--- src/hw/rtl/assert_macros.svh ---
// Assertion macros used by the top-level RTL file.
`ifndef ASSERT_MACROS_SVH
`define ASSERT_MACROS_SVH
`ifndef SYNTHESIS
`define ASSERT_IMP(lbl, clk, rst, ante, cons, msg) \
  lbl: assert property (@(posedge clk) disable iff (rst) (ante) |-> (cons)) else $error(msg);
`define ASSERT_NEXT(lbl, clk, rst, ante, cons, msg) \
  lbl: assert property (@(posedge clk) disable iff (rst) (ante) |=> (cons)) else $error(msg);
`else
`define ASSERT_IMP(lbl, clk, rst, ante, cons, msg)
`define ASSERT_NEXT(lbl, clk, rst, ante, cons, msg)
`endif
`endif

--- src/hw/rtl/lpa_pkg.sv ---
// Types, constants and single-precision arithmetic functions for the log2 pipeline.
package lpa_pkg;

  localparam int NUM_CELLS = 6;

  localparam logic [31:0] COEF_C0 = 32'hBD0D0CC5;
  localparam logic [31:0] ADD_C [5] = '{
    32'h3EA2ECDD,  // +c1
    32'hBF9DA2C9,  // -c2
    32'h4026537B,  // +c3
    32'hC054BFAD,  // -c4
    32'h4047691A   // +c5
  };
  localparam logic [7:0] EXP_BIAS = 8'd127;

  typedef struct packed {
    logic [31:0] m;
    logic [31:0] frac;
    logic [31:0] ef;
  } side_t;

  typedef struct packed {
    logic        sign;
    logic [7:0]  exp;
    logic [27:0] mag;
  } sum_t;

  function automatic logic [31:0] fmul(input logic [31:0] a, input logic [31:0] b);
    logic        sg;
    logic [23:0] ma;
    logic [23:0] mb;
    logic [47:0] p;
    logic [9:0]  ex;
    logic [23:0] mr;
    logic        g;
    logic        s;
    logic [24:0] rnd;
    sg = a[31] ^ b[31];
    ma = {1'b1, a[22:0]};
    mb = {1'b1, b[22:0]};
    p  = ma * mb;
    ex = {2'b0, a[30:23]} + {2'b0, b[30:23]} - 10'd127;
    if (p[47]) begin
      mr = p[47:24];
      g  = p[23];
      s  = |p[22:0];
      ex = ex + 10'd1;
    end else begin
      mr = p[46:23];
      g  = p[22];
      s  = |p[21:0];
    end
    rnd = {1'b0, mr} + 25'(g & (s | mr[0]));
    if (rnd[24]) begin
      ex = ex + 10'd1;
    end
    if (a[30:23] == 8'd0 || b[30:23] == 8'd0) begin
      return {sg, 31'd0};
    end
    return {sg, ex[7:0], rnd[24] ? 23'd0 : rnd[22:0]};
  endfunction

  function automatic sum_t fadd_align(input logic [31:0] a, input logic [31:0] b);
    sum_t        r;
    logic [31:0] bg;
    logic [31:0] sml;
    logic [26:0] mb;
    logic [26:0] ms;
    logic [26:0] sm;
    logic [7:0]  d;
    if (a[30:0] < b[30:0]) begin
      bg  = b;
      sml = a;
    end else begin
      bg  = a;
      sml = b;
    end
    mb = (bg[30:23] == 8'd0) ? 27'd0 : {1'b1, bg[22:0], 3'b000};
    ms = (sml[30:23] == 8'd0) ? 27'd0 : {1'b1, sml[22:0], 3'b000};
    d  = bg[30:23] - sml[30:23];
    if (d >= 8'd27) begin
      sm = {26'd0, |ms};
    end else begin
      sm = (ms >> d) | 27'(|(ms & ~(27'h7FFFFFF << d)));
    end
    if (bg[31] == sml[31]) begin
      r.mag = {1'b0, mb} + {1'b0, sm};
    end else begin
      r.mag = {1'b0, mb} - {1'b0, sm};
    end
    r.exp  = bg[30:23];
    r.sign = (r.mag == 28'd0) ? (a[31] & b[31]) : bg[31];
    return r;
  endfunction

  function automatic logic [31:0] fadd_norm(input sum_t s);
    logic [26:0] m27;
    logic [8:0]  ex;
    logic [4:0]  lz;
    logic        found;
    logic [23:0] mr;
    logic        g;
    logic        st;
    logic [24:0] rnd;
    lz    = 5'd0;
    found = 1'b0;
    for (int i = 26; i >= 0; i--) begin
      if (!found && s.mag[i]) begin
        lz    = 5'(26 - i);
        found = 1'b1;
      end
    end
    if (s.mag[27]) begin
      m27 = {s.mag[27:2], s.mag[1] | s.mag[0]};
      ex  = {1'b0, s.exp} + 9'd1;
    end else begin
      m27 = s.mag[26:0] << lz;
      ex  = {1'b0, s.exp} - {4'd0, lz};
    end
    mr  = m27[26:3];
    g   = m27[2];
    st  = |m27[1:0];
    rnd = {1'b0, mr} + 25'(g & (st | mr[0]));
    if (rnd[24]) begin
      ex = ex + 9'd1;
    end
    if (s.mag == 28'd0) begin
      return {s.sign, 31'd0};
    end
    return {s.sign, ex[7:0], rnd[24] ? 23'd0 : rnd[22:0]};
  endfunction

  function automatic logic [31:0] exp_to_f32(input logic [7:0] xe);
    logic [8:0] e;
    logic       sg;
    logic [7:0] mag;
    logic [7:0] sh;
    logic [2:0] lz;
    logic       found;
    e     = {1'b0, xe} - {1'b0, EXP_BIAS};
    sg    = e[8];
    mag   = sg ? 8'(-e) : e[7:0];
    lz    = 3'd0;
    found = 1'b0;
    for (int i = 7; i >= 0; i--) begin
      if (!found && mag[i]) begin
        lz    = 3'(7 - i);
        found = 1'b1;
      end
    end
    sh = mag << lz;
    if (mag == 8'd0) begin
      return 32'd0;
    end
    return {sg, 8'(8'd134 - {5'd0, lz}), sh[6:0], 16'd0};
  endfunction

  function automatic logic [31:0] frac_to_f32(input logic [22:0] mt);
    logic [22:0] sh;
    logic [4:0]  lz;
    logic        found;
    lz    = 5'd0;
    found = 1'b0;
    for (int i = 22; i >= 0; i--) begin
      if (!found && mt[i]) begin
        lz    = 5'(22 - i);
        found = 1'b1;
      end
    end
    sh = (mt << lz) << 1;
    if (mt == 23'd0) begin
      return 32'd0;
    end
    return {1'b0, 8'(8'd126 - {3'd0, lz}), sh};
  endfunction

endpackage

--- src/hw/rtl/lpa_cell.sv ---
// One cell of the chain: rounded multiply, then rounded add, over three register stages.
module lpa_cell import lpa_pkg::*; (
  input  logic        clk,
  input  logic        rst,
  input  logic        en,
  input  logic        in_v,
  input  logic [31:0] t_in,
  input  logic [31:0] mul_in,
  input  logic [31:0] add_in,
  input  side_t       side_in,
  output logic        out_v,
  output logic [31:0] t_out,
  output side_t       side_out
);

  logic        v1;
  logic        v2;
  logic [31:0] prod;
  logic [31:0] addend;
  side_t       side1;
  sum_t        sum;
  side_t       side2;

  always_ff @(posedge clk) begin
    if (rst) begin
      v1    <= 1'b0;
      v2    <= 1'b0;
      out_v <= 1'b0;
    end else if (en) begin
      v1    <= in_v;
      v2    <= v1;
      out_v <= v2;
    end
  end

  always_ff @(posedge clk) begin
    if (en) begin
      prod     <= fmul(t_in, mul_in);
      addend   <= add_in;
      side1    <= side_in;
      sum      <= fadd_align(prod, addend);
      side2    <= side1;
      t_out    <= fadd_norm(sum);
      side_out <= side2;
    end
  end

endmodule

--- config.mk ---
export PLATFORM = sky130hd
export DESIGN_NAME = lpa_cell
export DESIGN_NICKNAME = d
export VERILOG_FILES = /design/src/hw/rtl/assert_macros.svh /design/src/hw/rtl/lpa_pkg.sv /design/src/hw/rtl/lpa_cell.sv
export SDC_FILE = /design/constraint.sdc
export NUM_CORES = 2
export LEC_CHECK = 0
export ABC_AREA = 1
export BUFFER_PORTS_ARGS = -buffer_cell sky130_fd_sc_hd__buf_2
export CAP_MARGIN = 20
export CELL_PAD_IN_SITES_DETAIL_PLACEMENT = 0
export CELL_PAD_IN_SITES_GLOBAL_PLACEMENT = 1
export CORE_UTILIZATION = 52
export CTS_BUF_LIST = sky130_fd_sc_hd__clkbuf_2 sky130_fd_sc_hd__clkbuf_4 sky130_fd_sc_hd__clkbuf_8
export DETAILED_ROUTE_END_ITERATION = 16
export PLACE_DENSITY = 0.88
export RECOVER_POWER = 25
export SLEW_MARGIN = 10
export SYNTH_ARGS = -nofsm -noshare
export SYNTH_HDL_FRONTEND = slang
export SYNTH_SLANG_ARGS = --single-unit
--- constraint.sdc ---
create_clock -name clk -period 22 [get_ports clk]
set_input_delay 1.1 -clock clk [delete_from_list [all_inputs] [get_ports clk]]
set_output_delay 1.1 -clock clk [all_outputs]
set_load 0.01 [all_outputs]
==> results.ini <==
[run_status]
status = finished clean

[setup_path]
worst-path-buf-inv = 10
path_class = reg -> reg
worstReg2RegEnd = sum[36]
cpMostUsedCell = nand2_1
regToRegSetupSlack_ns = 11.86
cp_top_family = simple AND/OR/NAND/NOR gates
crit_path_top_delay_cell = buf_4
rr_startpoint = addend[27]
reg2reg_depth = 57
cp.depth = 57
arrival_ns = 10.54
slowest_delay_ns = 0.65
startpoint_type = flip-flop
required_ns = 22.40
worst_setup_path_end_kind = flip-flop
critPathMaxFanout = 97

[synth]
ys.flop_type = edfxtp_1
yosysTopAreaCellShare = 0.293
synth_area_leader_cell = edfxtp_1
synth.area.top_cells = edfxtp_1 29%, fa_1 22%, nand2_1 11%
synth.distinct_cells = 71
synth_nets = 5999
synth_async_sr_flop_share = 0
syn_avg_cell_area_um2 = 8.53
syn_inst = 5061
synth-seq-area-share = 0.294
synth_seq_cells = 424
yosys_warnings = 0
synth_edf_count = 421
synth_area_mm2 = 0.0432

[global_route]
grt_pass1_vias = 34300
grt_max_degree = 129
grt_overflow = 0
antenna_found_initial = 7
grt_use_total = 0.282
grt_pass1_wl_um = 186000

[routing]
wl_met2_um = 58500
top_layer_used = met4
wl_per_cell_um = 18.3
met3_length_um = 7060
via_per_inst = 5.30
drt_pass1_iterations = 6
vias = 34000
wirelength_met1_um = 48300
ant_nets = 0
drtIter0Drc = 2467
drc = 0
wl_um = 117000

[cells_and_area]
layout-drive-gt1-share = 0.110
fillCellCount = 7459
syn_to_final_growth_pct = 8.33
final_core_util = 0.569
final_nets = 6227

[worst_hold_path]
worstHoldStart = side1[38]
hold_class = reg -> reg
hold_end = side2[38]
hold_path_depth = 0

[clocking]
cts_buffers = 67
clkLatencyLatePin_ns = 0.65
root_buffer = clkbuf_8
postCtsSetupBuffers = 0
htreeDepth = 3
cts_tree = yes
cts_hold_buf = 0
cts_num_sinks = 424
clk_pin_slew_ns = 0.06
cts_max_path_buffers = 3
post_cts_resized = 0

[sta]
fin_crit_ns = 10.14
rsz0062_at_grt = false
slew_headroom = 0.327
finalCritPeriodShare = 0.461
fin_setup_tns_ns = 0
fmaxAchievable_ghz = 0.0986
final_max_slew_viol_count = 0
hold_viol = 0
finalSetupViolCount = 0
tightest_slew_ns = 1.01
skew_ns = 0.0214

[floorplan]
fp-row-count = 105
core_area_mm2 = 0.0821
start_util = 0.526
io_pins = 325
die_w_um = 290
dieArea_mm2 = 0.0842
dieHeight_um = 290

[placed_design]
dpl.hpwl_um = 92000
routabilityCongestion = 0.937
port_buffers = 324

[job]
drv_cap = 0

-- flip-flops by register name, summed over array words and instances (netlist names), 32 cells and up --
name,count
side2,96
t_out,32
addend,32
side_out,96
sum,37
prod,32
side1,96
-- layer usage --
layer | vias up | track usage
li1 | 16300 | -
met5 | - | 0
met1 | 16400 | 0.361
met2 | 1128 | 0.495
met3 | 207 | 0.0410
met4 | 0 | 0.0843
-- cell type report --
type / instances / area (µm²) / share of cell area
diodes: 7 / 17.5 / 0.000375
clock buffers: 85 / 1060 / 0.0226
clock inverters: 35 / 284 / 0.00607
inverters: 1054 / 3960 / 0.0847
multi-input cells: 3400 / 25600 / 0.548
flip-flops and latches: 424 / 12700 / 0.272
well taps: 1070 / 1340 / 0.0286
repair buffers: 342 / 1770 / 0.0378
-- synthesized netlist by cell type (14+ instances only) --
cell type	number
nand2_2	26
nand2_1	1271
nor4_1	14
nor3_1	31
nor2_1	254
o21ai_0	120
nand3_1	343
xnor2_1	45
ha_1	257
nor2_2	15
inv_1	1031
a21oi_1	188
a21oi_2	16
buf_2	34
xor2_1	79
o21ai_1	18
inv_2	19
nand3_2	15
fa_1	485
nand4_1	88
clkbuf_1	118
edfxtp_1	421
-- how the worst max path moves through the flow --
stage                     startpoint  endpoint
after global routing      addend[28]   sum[36]
after global placement      t_in[12]   prod[9]
after CTS                 addend[27]   sum[36]
after detailed placement    t_in[12]   prod[9]
final                     addend[27]   sum[36]
after floorplan            mul_in[3]  prod[10]
-- cell families after synthesis --
group / share of synthesized area
adders and majority gates: 0.299
xor gates and xnor gates: 0.0255
and+or+nand+nor: 0.212
DFF: 0.294
AOI/OAI and AO/OA: 0.0560
buffers and inverters: 0.112
muxes: 0.000464
-- cells in the final DEF (no fill, tap or decap), types with 8 or more instances in the layout --
master / count
a211oi_1: 8
a21oi_1: 187
a21oi_2: 17
buf_2: 323
buf_4: 18
clkbuf_4: 18
clkbuf_8: 67
clkinv_1: 21
edfxtp_1: 421
fa_1: 485
ha_1: 257
inv_1: 1031
inv_2: 19
nand2_1: 1270
nand2_2: 27
nand3_1: 343
nand3_2: 15
nand3b_1: 8
nand4_1: 88
nor2_1: 254
nor2_2: 15
nor2_4: 10
nor3_1: 31
nor4_1: 14
o211ai_1: 10
o21ai_0: 120
o21ai_1: 18
o21ai_2: 8
xnor2_1: 45
xor2_1: 78
-- through the flow --
stage	area (µm²)	cells	worst slack (ns)	hold slack (ns)
final	46800	6417	11.86	0.409
after global routing	46800	6417	10.78	0.411
after CTS	46700	6410	11.95	0.398
after detailed placement	45400	6290	11.32	0.405
after global placement	45400	6289	11.62	0.400
after floorplan	43200	5061	13.04	0.400
Power is left out: the tool's default activity adds up to more than one toggle a clock period on the data nets, which glitch-free logic cannot reach.
